File: src/rtl/mhfd_pkg.sv
package mhfd_pkg;

  localparam int AddrWidth = 4;
  localparam int DataWidth = 32;

  localparam logic [1:0] REG_MAGIC_WORD  = 2'd0;
  localparam logic [1:0] REG_VERSION     = 2'd1;
  localparam logic [1:0] REG_MAX_PAYLOAD = 2'd2;

  localparam logic [31:0] MAGIC_WORD_RESET  = 32'd0;
  localparam logic [7:0]  VERSION_RESET     = 8'd1;
  localparam logic [15:0] MAX_PAYLOAD_RESET = 16'd1012;

  localparam logic [1:0] KIND_HEADER  = 2'd0;
  localparam logic [1:0] KIND_PAYLOAD = 2'd1;
  localparam logic [1:0] KIND_ERROR   = 2'd2;

  localparam logic [1:0] ERR_BAD_MAGIC         = 2'd0;
  localparam logic [1:0] ERR_BAD_VERSION       = 2'd1;
  localparam logic [1:0] ERR_PAYLOAD_TOO_LARGE = 2'd2;
  localparam logic [1:0] ERR_NONE              = 2'd0;

  typedef struct packed {
    logic [31:0] magic_word;
    logic [7:0]  protocol_version;
    logic [15:0] max_payload;
  } cfg_t;

  typedef struct packed {
    logic [1:0]  kind;
    logic [7:0]  frame_type;
    logic [15:0] sequence_res;
    logic [15:0] payload_length;
    logic [7:0]  data_byte;
    logic [1:0]  error_code;
    logic        last;
  } result_t;

endpackage

File: src/rtl/magic_header_frame_deframer_core.sv
// Channel   Handshake              Payload
// input     in_valid / in_ready    rx_byte, restart
// output    out_valid / out_ready  kind, frame_type, sequence_res, payload_length,
//                                  data_byte, error_code, last
// config    APB psel/penable       paddr[3:0], pwdata, prdata
//
// One word is accepted every cycle the buffer is not full; any result is registered.
// The header and payload parser is a single registered pass per word.
// A two-entry output buffer keeps in_ready high while one result waits.
// Synchronous active-high reset returns the parser to hunting and restores registers.
module magic_header_frame_deframer_core (
  input  logic                            clk,
  input  logic                            rst,
  input  logic                            in_valid,
  output logic                            in_ready,
  input  logic [7:0]                      rx_byte,
  input  logic                            restart,
  output logic                            out_valid,
  input  logic                            out_ready,
  output logic [1:0]                      kind,
  output logic [7:0]                      frame_type,
  output logic [15:0]                     sequence_res,
  output logic [15:0]                     payload_length,
  output logic [7:0]                      data_byte,
  output logic [1:0]                      error_code,
  output logic                            last,
  input  logic                            psel,
  input  logic                            penable,
  input  logic                            pwrite,
  input  logic [mhfd_pkg::AddrWidth-1:0]  paddr,
  input  logic [mhfd_pkg::DataWidth-1:0]  pwdata,
  output logic [mhfd_pkg::DataWidth-1:0]  prdata,
  output logic                            pready
);

  mhfd_pkg::cfg_t    cfg;
  mhfd_pkg::result_t res;
  mhfd_pkg::result_t out_data;
  logic              res_valid;
  logic              take;

  assign take = in_valid && in_ready;

  mhfd_regs u_regs (
    .clk     (clk),
    .rst     (rst),
    .psel    (psel),
    .penable (penable),
    .pwrite  (pwrite),
    .paddr   (paddr),
    .pwdata  (pwdata),
    .prdata  (prdata),
    .pready  (pready),
    .cfg     (cfg)
  );

  mhfd_parse u_parse (
    .clk       (clk),
    .rst       (rst),
    .take      (take),
    .rx_byte   (rx_byte),
    .restart   (restart),
    .cfg       (cfg),
    .res_valid (res_valid),
    .res       (res)
  );

  mhfd_obuf u_obuf (
    .clk       (clk),
    .rst       (rst),
    .push      (res_valid),
    .push_data (res),
    .space     (in_ready),
    .out_valid (out_valid),
    .out_ready (out_ready),
    .out_data  (out_data)
  );

  assign kind           = out_data.kind;
  assign frame_type     = out_data.frame_type;
  assign sequence_res   = out_data.sequence_res;
  assign payload_length = out_data.payload_length;
  assign data_byte      = out_data.data_byte;
  assign error_code     = out_data.error_code;
  assign last           = out_data.last;

endmodule

File: src/rtl/mhfd_regs.sv
module mhfd_regs (
  input  logic                            clk,
  input  logic                            rst,
  input  logic                            psel,
  input  logic                            penable,
  input  logic                            pwrite,
  input  logic [mhfd_pkg::AddrWidth-1:0]  paddr,
  input  logic [mhfd_pkg::DataWidth-1:0]  pwdata,
  output logic [mhfd_pkg::DataWidth-1:0]  prdata,
  output logic                            pready,
  output mhfd_pkg::cfg_t                  cfg
);

  logic       wr_en;
  logic [1:0] reg_index;

  assign pready    = 1'b1;
  assign wr_en     = psel && penable && pwrite && pready;
  assign reg_index = paddr[3:2];

  always_ff @(posedge clk) begin
    if (rst) begin
      cfg.magic_word       <= mhfd_pkg::MAGIC_WORD_RESET;
      cfg.protocol_version <= mhfd_pkg::VERSION_RESET;
      cfg.max_payload      <= mhfd_pkg::MAX_PAYLOAD_RESET;
    end else if (wr_en) begin
      unique case (reg_index)
        mhfd_pkg::REG_MAGIC_WORD:  cfg.magic_word       <= pwdata;
        mhfd_pkg::REG_VERSION:     cfg.protocol_version <= pwdata[7:0];
        mhfd_pkg::REG_MAX_PAYLOAD: cfg.max_payload      <= pwdata[15:0];
        default: ;
      endcase
    end
  end

  always_comb begin
    unique case (reg_index)
      mhfd_pkg::REG_MAGIC_WORD:  prdata = cfg.magic_word;
      mhfd_pkg::REG_VERSION:     prdata = {24'd0, cfg.protocol_version};
      mhfd_pkg::REG_MAX_PAYLOAD: prdata = {16'd0, cfg.max_payload};
      default:                   prdata = '0;
    endcase
  end

endmodule

File: src/rtl/mhfd_parse.sv
module mhfd_parse (
  input  logic                clk,
  input  logic                rst,
  input  logic                take,
  input  logic [7:0]          rx_byte,
  input  logic                restart,
  input  mhfd_pkg::cfg_t      cfg,
  output logic                res_valid,
  output mhfd_pkg::result_t   res
);

  typedef enum logic [1:0] {
    PH_HUNT,
    PH_HEADER,
    PH_PAYLOAD
  } phase_t;

  phase_t      phase, phase_next;
  logic [31:0] magic_window, magic_window_next;
  logic [2:0]  window_fill, window_fill_next;
  logic [3:0]  header_count, header_count_next;
  logic [7:0]  header_version, header_version_next;
  logic [7:0]  header_type, header_type_next;
  logic [15:0] header_sequence, header_sequence_next;
  logic [31:0] header_length, header_length_next;
  logic [15:0] bytes_remaining, bytes_remaining_next;
  logic        desync_flag, desync_flag_next;
  logic        emit;

  always_comb begin
    phase_next           = phase;
    magic_window_next    = magic_window;
    window_fill_next     = window_fill;
    header_count_next    = header_count;
    header_version_next  = header_version;
    header_type_next     = header_type;
    header_sequence_next = header_sequence;
    header_length_next   = header_length;
    bytes_remaining_next = bytes_remaining;
    desync_flag_next     = desync_flag;
    emit                 = 1'b0;
    res                  = '0;

    if (restart) begin
      phase_next           = PH_HUNT;
      magic_window_next    = '0;
      window_fill_next     = '0;
      header_count_next    = '0;
      bytes_remaining_next = '0;
      header_version_next  = '0;
      header_type_next     = '0;
      header_sequence_next = '0;
      header_length_next   = '0;
      desync_flag_next     = 1'b0;
    end else begin
      unique case (phase)
        PH_HEADER: begin
          unique case (header_count)
            4'd4:    header_version_next = rx_byte;
            4'd5:    header_type_next = rx_byte;
            4'd6:    header_sequence_next = {8'd0, rx_byte};
            4'd7:    header_sequence_next[15:8] = rx_byte;
            4'd8:    header_length_next = {24'd0, rx_byte};
            4'd9:    header_length_next[15:8] = rx_byte;
            4'd10:   header_length_next[23:16] = rx_byte;
            default: header_length_next[31:24] = rx_byte;
          endcase
          header_count_next = header_count + 4'd1;
          if (header_count_next == 4'd12) begin
            emit               = 1'b1;
            res.frame_type     = header_type_next;
            res.sequence_res   = header_sequence_next;
            res.last           = 1'b1;
            if (header_version_next != cfg.protocol_version) begin
              res.kind       = mhfd_pkg::KIND_ERROR;
              res.error_code = mhfd_pkg::ERR_BAD_VERSION;
            end else if (header_length_next > {16'd0, cfg.max_payload}) begin
              res.kind       = mhfd_pkg::KIND_ERROR;
              res.error_code = mhfd_pkg::ERR_PAYLOAD_TOO_LARGE;
            end else begin
              res.kind           = mhfd_pkg::KIND_HEADER;
              res.error_code     = mhfd_pkg::ERR_NONE;
              res.payload_length = header_length_next[15:0];
              res.last           = (header_length_next == 32'd0);
            end
            if (res.kind == mhfd_pkg::KIND_HEADER && !res.last) begin
              phase_next           = PH_PAYLOAD;
              bytes_remaining_next = header_length_next[15:0];
              header_count_next    = '0;
            end else begin
              phase_next           = PH_HUNT;
              magic_window_next    = '0;
              window_fill_next     = '0;
              header_count_next    = '0;
              bytes_remaining_next = '0;
            end
          end
        end
        PH_PAYLOAD: begin
          emit               = 1'b1;
          res.kind           = mhfd_pkg::KIND_PAYLOAD;
          res.frame_type     = header_type;
          res.sequence_res   = header_sequence;
          res.payload_length = header_length[15:0];
          res.data_byte      = rx_byte;
          res.error_code     = mhfd_pkg::ERR_NONE;
          res.last           = (bytes_remaining <= 16'd1);
          if (res.last) begin
            phase_next           = PH_HUNT;
            magic_window_next    = '0;
            window_fill_next     = '0;
            header_count_next    = '0;
            bytes_remaining_next = '0;
          end else begin
            bytes_remaining_next = bytes_remaining - 16'd1;
          end
        end
        default: begin
          magic_window_next = {magic_window[23:0], rx_byte};
          window_fill_next  = (window_fill == 3'd4) ? 3'd4 : window_fill + 3'd1;
          if (window_fill_next == 3'd4) begin
            if (magic_window_next == cfg.magic_word) begin
              phase_next           = PH_HEADER;
              header_count_next    = 4'd4;
              header_version_next  = '0;
              header_type_next     = '0;
              header_sequence_next = '0;
              header_length_next   = '0;
              desync_flag_next     = 1'b0;
            end else if (!desync_flag) begin
              desync_flag_next = 1'b1;
              emit             = 1'b1;
              res.kind         = mhfd_pkg::KIND_ERROR;
              res.error_code   = mhfd_pkg::ERR_BAD_MAGIC;
              res.last         = 1'b1;
            end
          end
        end
      endcase
    end
  end

  assign res_valid = take && emit;

  always_ff @(posedge clk) begin
    if (rst) begin
      phase           <= PH_HUNT;
      magic_window    <= '0;
      window_fill     <= '0;
      header_count    <= '0;
      header_version  <= '0;
      header_type     <= '0;
      header_sequence <= '0;
      header_length   <= '0;
      bytes_remaining <= '0;
      desync_flag     <= 1'b0;
    end else if (take) begin
      phase           <= phase_next;
      magic_window    <= magic_window_next;
      window_fill     <= window_fill_next;
      header_count    <= header_count_next;
      header_version  <= header_version_next;
      header_type     <= header_type_next;
      header_sequence <= header_sequence_next;
      header_length   <= header_length_next;
      bytes_remaining <= bytes_remaining_next;
      desync_flag     <= desync_flag_next;
    end
  end

  a_payload_remaining: assert property (@(posedge clk) disable iff (rst)
    phase == PH_PAYLOAD |-> bytes_remaining != 16'd0)
    else $error("payload phase with no bytes remaining");

  a_header_count: assert property (@(posedge clk) disable iff (rst)
    phase == PH_HEADER |-> (header_count >= 4'd4 && header_count <= 4'd11))
    else $error("header count out of range");

  a_window_fill: assert property (@(posedge clk) disable iff (rst)
    (phase != PH_HUNT) |-> (window_fill == 3'd4))
    else $error("left hunting without a full window");

endmodule

File: src/rtl/mhfd_obuf.sv
module mhfd_obuf (
  input  logic              clk,
  input  logic              rst,
  input  logic              push,
  input  mhfd_pkg::result_t push_data,
  output logic              space,
  output logic              out_valid,
  input  logic              out_ready,
  output mhfd_pkg::result_t out_data
);

  mhfd_pkg::result_t entry0, entry1;
  logic [1:0]        count;
  logic              pop;

  assign pop       = out_valid && out_ready;
  assign out_valid = (count != 2'd0);
  assign space     = (count != 2'd2);
  assign out_data  = entry0;

  always_ff @(posedge clk) begin
    if (rst) begin
      count <= '0;
    end else begin
      count <= count + {1'b0, push} - {1'b0, pop};
    end
  end

  always_ff @(posedge clk) begin
    if (push && pop) begin
      if (count == 2'd1) begin
        entry0 <= push_data;
      end else begin
        entry0 <= entry1;
        entry1 <= push_data;
      end
    end else if (push) begin
      if (count == 2'd0) begin
        entry0 <= push_data;
      end else begin
        entry1 <= push_data;
      end
    end else if (pop) begin
      entry0 <= entry1;
    end
  end

  a_count_range: assert property (@(posedge clk) disable iff (rst)
    count != 2'd3)
    else $error("output buffer count out of range");

  a_no_overflow: assert property (@(posedge clk) disable iff (rst)
    push |-> count != 2'd2)
    else $error("push into a full output buffer");

  a_count_step: assert property (@(posedge clk) disable iff (rst)
    (push && !pop) |=> count == $past(count) + 2'd1)
    else $error("output buffer count did not advance on push");

endmodule

File: config.mk
export PLATFORM = sky130hd
export DESIGN_NAME = magic_header_frame_deframer_core
export DESIGN_NICKNAME = d
export VERILOG_FILES = /design/src/rtl/mhfd_pkg.sv /design/src/rtl/magic_header_frame_deframer_core.sv /design/src/rtl/mhfd_regs.sv /design/src/rtl/mhfd_parse.sv /design/src/rtl/mhfd_obuf.sv
export SDC_FILE = /design/constraint.sdc
export NUM_CORES = 1
export LEC_CHECK = 0
export BUFFER_PORTS_ARGS = -buffer_cell sky130_fd_sc_hd__buf_4
export CAP_MARGIN = 20
export CELL_PAD_IN_SITES_DETAIL_PLACEMENT = 2
export CELL_PAD_IN_SITES_GLOBAL_PLACEMENT = 2
export CORE_ASPECT_RATIO = 0.7
export CORE_MARGIN = 5
export CORE_UTILIZATION = 37
export CTS_BUF_LIST = sky130_fd_sc_hd__clkbuf_16
export DETAILED_ROUTE_END_ITERATION = 8
export GPL_ROUTABILITY_DRIVEN = 0
export HOLD_SLACK_MARGIN = 0.15
export PLACE_DENSITY_LB_ADDON = 0.1
export SLEW_MARGIN = 20
export SYNTH_ARGS = -nofsm -noshare
export SYNTH_HDL_FRONTEND = slang
export SYNTH_SLANG_ARGS = --single-unit
File: constraint.sdc
create_clock -name clk -period 8.4 [get_ports clk]
set_input_delay 1.68 -clock clk [delete_from_list [all_inputs] [get_ports clk]]
set_output_delay 1.68 -clock clk [all_outputs]
set_load 0.01 [all_outputs]
# Yosys cells after proc, flatten, opt, wreduce, memory -nomap -nowiden
# Cells that the tools add are included.
dict set report word_totals {
  regBits 278
  in_bits 52
  out_inout_bits 88
  wordCells 202
}
dict set report op_classes {
  addsub 5
  n_lt_le_gt_ge 2
  eq_ne 26
  mux 107
  n_reduce_logical 34
}
# cell count
set op_table {}
lappend op_table {{$mux W53} 10}
lappend op_table {{$mux W8} 19}
lappend op_table {{$mux W16} 9}
lappend op_table {{$mux W24} 4}
lappend op_table {{$mux W32} 3}
lappend op_table {{$pmux W32 S3} 1}
lappend op_table {{$pmux W8 S2} 6}
lappend op_table {{$pmux W40 S2} 1}
lappend op_table {{$pmux W16 S2} 2}
lappend op_table {{$pmux W32 S2} 1}
lappend op_table {{$pmux W24 S2} 1}
lappend op_table {{$mux W42} 1}
lappend op_table {{$eq A32 B32 Y1} 1}
lappend op_table {{$gt A32 B16 Y1} 1}
lappend op_table {{$logic_not A32 Y1} 1}
lappend op_table {{$mux W2} 15}
lappend op_table {{$mux W3} 8}
lappend op_table {{$mux W4} 5}
lappend op_table {{$eq A4 B3 Y1 const B} 4}
lappend op_table {{$eq A4 B4 Y1 const B} 4}
lappend op_table {{$le A16 B1 Y1 const B} 1}
lappend op_table {{$sub A16 B1 Y16 const B} 1}
lappend op_table {{$mux W1} 15}
lappend op_table {{$pmux W3 S2} 2}
lappend op_table {{27 further kinds} 58}

# Longest topological paths before layout
# Gate-level depths: netlist (run 1).
dict set report logic_depth {
  ltp_word 17
  ltp_mapped 17
  mapped_depth_nobuf 15
}

# Modules after synthesis
# Synthesis (run 1) repeated with hierarchy kept, for this count alone.
dict set report unflattened {
  hier_cells 1460
  hier_area_um2 14321.2
}
# module instances cells_each area_per_inst_um2 seq_area_each_um2
set modules_own_cells {}
lappend modules_own_cells {mhfd_parse 1 984 7512.2 2282.2}
lappend modules_own_cells {mhfd_obuf 1 180 3993.8 3223.1}
lappend modules_own_cells {mhfd_regs 1 295 2808.9 1121.1}
lappend modules_own_cells {magic_header_frame_deframer_core 1 1 6.3 0.0}

# Worst setup path before layout (run 1)
# OpenSTA, ideal clock, no wires.
dict set report synth_path {
  path_kind {input-to-reg}
  start {in rx_byte[1]}
  end {reg u_obuf.entry1[0] in the netlist's numbering (enable)}
  t_arrival_ns 6.590
  t_required_ns 7.919
  setup_slack_ns 1.329
  stages 14
  n_path_buf 4
  cell_sequence {clkbuf_1 -> xnor2_1 -> nand4_1 -> nor4_1 -> a211oi_1 -> o211ai_1 -> clkbuf_1 -> inv_1 -> ha_1 -> clkbuf_1 -> clkbuf_1 -> inv_1 -> a21oi_1 -> a21oi_1}
}
dict set report synth_via {
  elab_chain_cells 9
  elab_cells_between_ends 11
  classes_between {eq/ne (3); mux (4); reduce/logical (4)}
}
# item line
set synth_lines {}
lappend synth_lines {{start: declaration} magic_header_frame_deframer_core.sv:16} ;# input logic [7:0] rx_byte,
lappend synth_lines {{$eq A32 B32 Y1 *} mhfd_parse.sv:122} ;# if (magic_window_next == cfg.magic_word) begin
lappend synth_lines {{$mux W1 *} mhfd_parse.sv:122}
lappend synth_lines {{$mux W1 *} mhfd_parse.sv:121} ;# if (window_fill_next == 3'd4) begin
lappend synth_lines {{$pmux W1 S2 *} mhfd_parse.sv:56} ;# unique case (phase)
lappend synth_lines {{$mux W1 *} mhfd_parse.sv:44} ;# if (restart) begin
lappend synth_lines {{$logic_and A1 B1 Y1 *} mhfd_parse.sv:143} ;# assign res_valid = take && emit;
lappend synth_lines {{$logic_and A1 B1 Y1} mhfd_obuf.sv:30} ;# if (push && pop) begin
lappend synth_lines {{$ne A2 B2 Y1 (no line) (tied with other cells)} --}
lappend synth_lines {{$reduce_and A3 Y1 (no line) *} --}
lappend synth_lines {{end signal: assignment} mhfd_obuf.sv:35} ;# entry1 <= push_data;
lappend synth_lines {{end signal: assignment} mhfd_obuf.sv:41} ;# entry1 <= push_data;
lappend synth_lines {{end: declaration} mhfd_obuf.sv:12} ;# mhfd_pkg::result_t entry0, entry1;
# Mark *: on every way between the ends. The rest lies on a longest branch, timed or not.
# A chain may end at the register's enable or synchronous reset.

# Worst setup path after layout (run 1)
dict set report layout_path {
  start {reg u_parse.header_count[0]}
  end {reg u_obuf.entry0, in the netlist u_obuf.out_data[14], data pin}
}
dict set report layout_via {
  elab_chain_cells 14
  elab_cells_between_ends 41
  classes_between {add/sub (1); order compare (1); eq/ne (9); mux (27); reduce/logical (3)}
}
# item line
set layout_lines {}
lappend layout_lines {{start: declaration} mhfd_parse.sv:21} ;# logic [3:0] header_count, header_count_next;
lappend layout_lines {{start signal: assignment} mhfd_parse.sv:161} ;# header_count <= header_count_next;
lappend layout_lines {{$eq A4 B3 Y1 or $eq A4 B4 Y1 (tied branches)} mhfd_parse.sv:58} ;# unique case (header_count)
lappend layout_lines {{$reduce_or A6 Y1 (no line)} --}
lappend layout_lines {{$pmux W8 S2} mhfd_parse.sv:58}
lappend layout_lines {{$mux W8} mhfd_parse.sv:56}
lappend layout_lines {{$mux W8} mhfd_parse.sv:44}
lappend layout_lines {{$gt A32 B16 Y1} mhfd_parse.sv:77} ;# end else if (header_length_next > {16'd0, cfg.max_payload}) begin
lappend layout_lines {{$mux W16} mhfd_parse.sv:77}
lappend layout_lines {{$mux W16} mhfd_parse.sv:74} ;# if (header_version_next != cfg.protocol_version) begin
lappend layout_lines {{$mux W42} mhfd_parse.sv:69} ;# if (header_count_next == 4'd12) begin
lappend layout_lines {{$pmux W40 S2} mhfd_parse.sv:56}
lappend layout_lines {{$mux W53} mhfd_parse.sv:44}
lappend layout_lines {{$mux W53} mhfd_obuf.sv:38} ;# if (count == 2'd0) begin
lappend layout_lines {{$mux W53} mhfd_obuf.sv:37} ;# end else if (push) begin
lappend layout_lines {{$mux W53 *} mhfd_obuf.sv:30}
lappend layout_lines {{end signal: assignment} mhfd_obuf.sv:32} ;# entry0 <= push_data;
lappend layout_lines {{end signal: assignment} mhfd_obuf.sv:34} ;# entry0 <= entry1;
lappend layout_lines {{end signal: assignment} mhfd_obuf.sv:39} ;# entry0 <= push_data;
lappend layout_lines {{end: declaration} mhfd_obuf.sv:12}
# Mark *: on every way between the ends. The rest lies on a longest branch, timed or not. The select of a mux whose other input is x is not followed.

==> impl_metrics.yaml, run 1 <==
pwr:
  switchingPower_w: 0.00107
  p_leak_nw: 6.54
  sequentialPowerShare_pct: 42.4
  ir_worst_vdd_uv: 141
  intPower_w: 0.00259
  power_frac_comb_pct: 17.7
  p_sw_share_pct: 29.3
  powerDensity_nw_per_um2: 217
  p_clk_share_pct: 39.9
timing:
  relSlewSlack_pct: 26.1
  tightest_slew_ns: 1.10
  finalCritPeriodShare_pct: 64.2
  rsz0062_at_grt: "false"
  period_minus_slack_ns: 5.39
  drv_slew: 0
  max_freq_mhz: 186
  hold_viol: 0
  setup_violations: 0
  timing.setup.tns_ns: 0
  skew_ns: 0.0169
outcome:
  status: "finished clean"
detailed_routing:
  vias: 12800
  firstDrtPassIters: 5
  drtAntennaViolNets: 0
  wl_per_cell_um: 23.3
  wl_mm: 52.6
  route.detailed.drc: 0
  avgViaCountPerCell: 5.69
  drt_iter0_drc: 719
placement:
  port_buffers: 136
  place_hpwl_mm: 35.7
  dp_cells: 2198
die:
  initial_core_util_pct: 37.4
  die_h_um: 175
  die_w_um: 246
  fp-row-count: 60
  coreArea_um2: 38400
  io_pins: 140
  design.die.area_um2: 43000
synth:
  synthTopCellsByArea: "dfxtp_1 24%, edfxtp_1 22%, nand2_1 7.3%, mux2i_1 5.6%, a21oi_1 4.1%"
  synth-main-ff-cell: "dfxtp_1"
  synth_area_leader_cell: "dfxtp_1"
  synth_top_area_share_pct: 23.9
  postSynth.asyncResetShare_pct: 0
  yosysSeqAreaShare_pct: 46.0
  synth_cell_type_count: 76
  synth_warnings: 0
  synthCells: 1626
  synth.cell_area_um2: 14400
  synth.avg_cell_area_um2: 8.85
  synth_edf_count: 106
  syn_nets: 1707
  synth-seq-cells: 278
finish:
  nets: 1785
  drive_above_1_share_pct: 14.3
  diodes: 0
  final_cell_mix: "280 x nand2_1, 172 x dfxtp_1, 161 x buf_4"
  final_common_cell: "nand2_1"
  syn2layout_area_growth_pct: 17.4
  nFillCells: 4208
  fin_cells: 2256
global_routing:
  antenna_found_initial: 1
  grt_max_degree: 83
  grt_pass1_wl_mm: 81.0
  grt_pass1_vias: 13700
  overflow: 0
  track_usage_pct: 23.5
hold_path:
  worstHoldStart: "u_parse.header_version[5]"
  hold_path.class: "register to register"
  whs_path_depth: 2
  worstHoldEndpoint: "u_parse.header_version[5]"
worst_setup_path:
  path_max_fanout: 16
  cp.required_ns: 8.80
  slowest_stage: "o21ai_1"
  critPathLaunchType: "register"
  worstReg2RegStart: "u_parse.header_count[0]"
  r2r_slack_ns: 3.01
  worst_r2r_path_depth: 14
  arrival_ns: 5.79
  end_kind: "register"
  r2r-end: "u_obuf.out_data[14]"
  critPathMaxStageDelay_ns: 0.79
  path_cells: "inv_1, ha_1, o21ai_1, a22oi_1, inv_1, ha_1, nand4_1, nor3_1, a21boi_0, or4_1, a21oi_2, nand3_1, or2_2, o221ai_1"
  critical_path_class: "register to register"
cts:
  cts-root-buf: "clkbuf_16"
  htree_levels: 1
  clkSlewWorstSetupHoldPaths_ns: 0.06
  cts_tree: "done"
  post_cts_buffers: 0
  post_cts_resized: 0
  numClockSinks: 278
  cts_buffer_depth: 3
  clk_latency_ns: 0.58
  cts_buffers: 31
  holdBufCountCts: 0
run:
  maxCapViolCount: 0
-- layout make-up --
type | instances | area (um2) | share of cell area [%]
inverter | 69 | 259 | 1.53
tap | 527 | 659 | 3.90
clock buffer | 31 | 776 | 4.59
clock inverter | 27 | 297 | 1.76
timing repair buffer | 161 | 1210 | 7.16
multi-input combinational | 1163 | 7070 | 41.8
sequential | 278 | 6630 | 39.2
-- per-stage QoR --
| step | instance area, um2 | setup WS, ns | hold WS [ns] | utilization, % | power [W] |
|---|---|---|---|---|---|
| floorplan | 14400 | 1.33 | 0.445 | - | 0.00195 |
| global placement | 15800 | 2.74 | 0.456 | 41.2 | 0.00220 |
| detailed placement | 15800 | 2.52 | 0.466 | 41.2 | 0.00224 |
| CTS | 16900 | 3.09 | 0.475 | 43.9 | 0.00371 |
| global route | 16900 | 2.77 | 0.489 | 43.9 | 0.00381 |
| finish | 16900 | 3.01 | 0.469 | 43.9 | 0.00366 |
-- layer usage --
metal  up-vias  wire length (um)  GRT usage (%)
met5         -                13              0
met4         2              1460           6.18
met3        89              1700           3.26
met2       221             24500           38.7
met1      6611             24900           32.7
li1       5914                 -              -
-- synth_stat cells (all sizes together) (16+ instances only) --
cell and n:
o21ai 46, and2 21, xnor2 34, mux2i 80, nor3 18, a221oi 26, a21oi 120, o21a 25
dfxtp 172, nor2 130, nand3 22, nand2 280, ha 29, edfxtp 106, nand4 16, nand2b 41
a22oi 35, nor2b 40, buf 27, a31oi 60, inv 68, clkbuf 89
-- worst max-delay path by stage --
stage / startpoint / to / slack (ns) / cells after the start
5_1_grt: u_parse.header_count[0] / u_obuf.out_data[14] / 2.77 / 14
2_1_floorplan: rx_byte[1] / u_obuf.entry1[0] / 1.33 / 14
3_5_place_dp: rx_byte[1] / u_obuf.out_data[2] / 2.52 / 12
6_report: u_parse.header_count[0] / u_obuf.out_data[14] / 3.01 / 14
3_3_place_gp: rx_byte[1] / u_obuf.out_data[2] / 2.74 / 12
4_1_cts: u_parse.header_count[0] / u_obuf.out_data[14] / 3.09 / 14
-- registers in the layout, summed over array words and instances (netlist names), 8 cells and up --
register,count
u_regs.cfg,56
u_parse.magic_window,24
u_obuf.entry1,53
u_parse.bytes_remaining,16
u_obuf.out_data,53
u_parse.header_length,32
u_parse.header_type,8
u_parse.header_sequence,16
u_parse.header_version,8
-- power by group through the flow --
stage                     registers (W)  clock network, W  logic [W]
after global placement          0.00158                 0   0.000624
after floorplan                 0.00161                 0   0.000341
after CTS                       0.00156           0.00149   0.000657
after detailed placement        0.00159                 0   0.000650
after global routing            0.00157           0.00155   0.000701
final                           0.00156           0.00146   0.000648
-- cell families after synthesis --
family | after synthesis | share of synthesized area [%]
XOR/XNOR | 38 | 2.31
other | 1 | 0.0261
buffers and inverters | 185 | 5.29
multiplexers | 92 | 6.50
AND/OR/NAND/NOR | 616 | 19.7
adder cells (fa/ha/maj) | 29 | 2.52
flip-flops | 278 | 46.0
AO/OA/AOI/OAI | 387 | 17.6
-- worst max-delay path: cells and delay by family (launching register included) --
kind	cells	cell delay [ns]
AOI/OAI and AO/OA	5	1.86
buffers and inverters	2	0.37
DFF	1	0.45
and+or+nand+nor	5	1.93
adders and majority gates	2	0.60
No activity file was read; power rests on OpenSTA's default activity.
==> run 2, diff against run 1 <==
CORE_UTILIZATION = 33   (was 37)
clock period = 4.45 ns   (was 8.4 ns; I/O delays follow)
==> impl_metrics.yaml, run 2 (same netlist as run 1, synthesis figures left out) <==
global_routing:
  grt_max_degree: 54
  track_usage_pct: 21.3
  grt_pass1_vias: 13700
  antenna_found_initial: 0
  grt_pass1_wl_mm: 81.0
  overflow: 0
die:
  die_w_um: 260
  io_pins: 140
  coreArea_um2: 43400
  design.die.area_um2: 48000
  fp-row-count: 64
  die_h_um: 185
  initial_core_util_pct: 33.2
timing:
  drv_slew: 0
  hold_viol: 0
  setup_violations: 0
  relSlewSlack_pct: 41.6
  timing.setup.tns_ns: 0
  period_minus_slack_ns: 4.22
  rsz0062_at_grt: "false"
  max_freq_mhz: 237
  skew_ns: 0.0267
  tightest_slew_ns: 0.874
  finalCritPeriodShare_pct: 94.8
pwr:
  powerDensity_nw_per_um2: 394
  ir_worst_vdd_uv: 224
  p_leak_nw: 6.74
detailed_routing:
  dr.max_layer_used: "met4"
  vias: 12700
  avgViaCountPerCell: 5.39
  route.detailed.drc: 0
  firstDrtPassIters: 4
  met3WireLength_mm: 1.50
  wl_mm: 52.4
  drtAntennaViolNets: 0
  met2_length_mm: 24.7
  wl_met1_mm: 25.3
  drt_iter0_drc: 633
  wl_per_cell_um: 22.2
finish:
  drive_above_1_share_pct: 15.7
  final_util_pct: 39.7
  final_cell_mix: "280 x nand2_1, 192 x buf_4, 172 x dfxtp_1"
  fin_cells: 2360
  largest_reg_flops: 56
  top_register: "u_regs.cfg"
  diodes: 0
  nets: 1823
  syn2layout_area_growth_pct: 19.7
  final_common_cell: "nand2_1"
cts:
  cts-root-buf: "clkbuf_16"
  clk_latency_ns: 0.54
  cts_tree: "done"
  numClockSinks: 278
  holdBufCountCts: 0
  post_cts_resized: 0
  post_cts_buffers: 0
  clkSlewWorstSetupHoldPaths_ns: 0.06
  cts_buffers: 34
  htree_levels: 2
  cts_buffer_depth: 3
worst_setup_path:
  critPathLaunchType: "register"
  crit_start: "u_parse.header_count[0]"
  cp.required_ns: 4.90
  crit_end: "u_parse.magic_window[3]"
  path_max_fanout: 27
  end_kind: "register"
  worst_r2r_path_depth: 17
  r2r-end: "u_parse.magic_window[3]"
  arrival_ns: 4.66
  critical_path_class: "register to register"
  worstReg2RegStart: "u_parse.header_count[0]"
  r2r_slack_ns: 0.23
hold_path:
  whs_path_depth: 2
  hold_path.class: "register to register"
outcome:
  status: "finished clean"
run:
  maxCapViolCount: 0
placement:
  dp_cells: 2300
  place_hpwl_mm: 37.0
  port_buffers: 136
[run 2: cell types whose count changed in the layout (fill, tap and decap cells not counted), moves of 2 or more]
cell        before  now
bufinv_16        6    1
clkbuf_16       31   34
clkinvlp_4       6    0
buf_4          161  192
inv_1           69   76
buf_12           0    4
inv_6            1    3
[run 2: critical path: stages (launching register included)]
cell      delay [ns]
dfxtp_1         0.37
inv_1           0.11
ha_1            0.32
o21ai_1         0.10
buf_4           0.19
a22oi_1         0.34
inv_1           0.19
ha_1            0.35
nand4_1         0.17
nor3_1          0.11
a21boi_0        0.14
or4_1           0.50
a21oi_2         0.19
buf_4           0.18
nand3_2         0.16
a31oi_4         0.23
buf_12          0.23
mux2i_1         0.23
[run 2: per-stage QoR]
step	hold WS [ns]	power [W]	instance area, um2	setup slack (ns)
2_1_floorplan	0.445	0.00368	14400	0.0726
3_3_place_gp	0.453	0.00420	16200	0.267
3_5_place_dp	0.466	0.00425	16200	0.222
4_1_cts	0.476	0.00690	17200	0.292
5_1_grt	0.498	0.00711	17200	0.0212
6_report	0.473	0.00679	17200	0.233
[run 2: report_power, final]
part           switching, W  total, W  internal [W]
combinational      0.000788   0.00125      0.000460
clock               0.00115   0.00261       0.00145
sequential        0.0000831   0.00293       0.00285
[run 2: layer usage]
layer | track usage (%) | vias up
li1 | - | 5968
met1 | 30.2 | 6541
met2 | 35.6 | 166
met3 | 2.66 | 55
met4 | 3.89 | 0
met5 | 0 | -
[run 2: worst min path at each step]
stage | start | slack, ns | to
2_1_floorplan | u_parse.header_length[18] | 0.45 | u_parse.header_length[18]
3_3_place_gp | u_parse.header_version[6] | 0.45 | u_parse.header_version[6]
3_5_place_dp | u_parse.header_version[5] | 0.47 | u_parse.header_version[5]
4_1_cts | u_parse.header_length[31] | 0.48 | u_parse.header_length[31]
5_1_grt | u_parse.header_length[18] | 0.50 | u_parse.header_length[18]
6_report | u_parse.header_length[31] | 0.47 | u_parse.header_length[31]
[run 2: cell type report]
class / instances / area (um2)
sequential: 278 / 6630
clock buffer: 34 / 851
inverter: 69 / 259
timing repair buffer: 196 / 1520
clock inverter: 26 / 156
multi-input combinational: 1163 / 7070
tap: 594 / 743
fill: 4831 / 26200
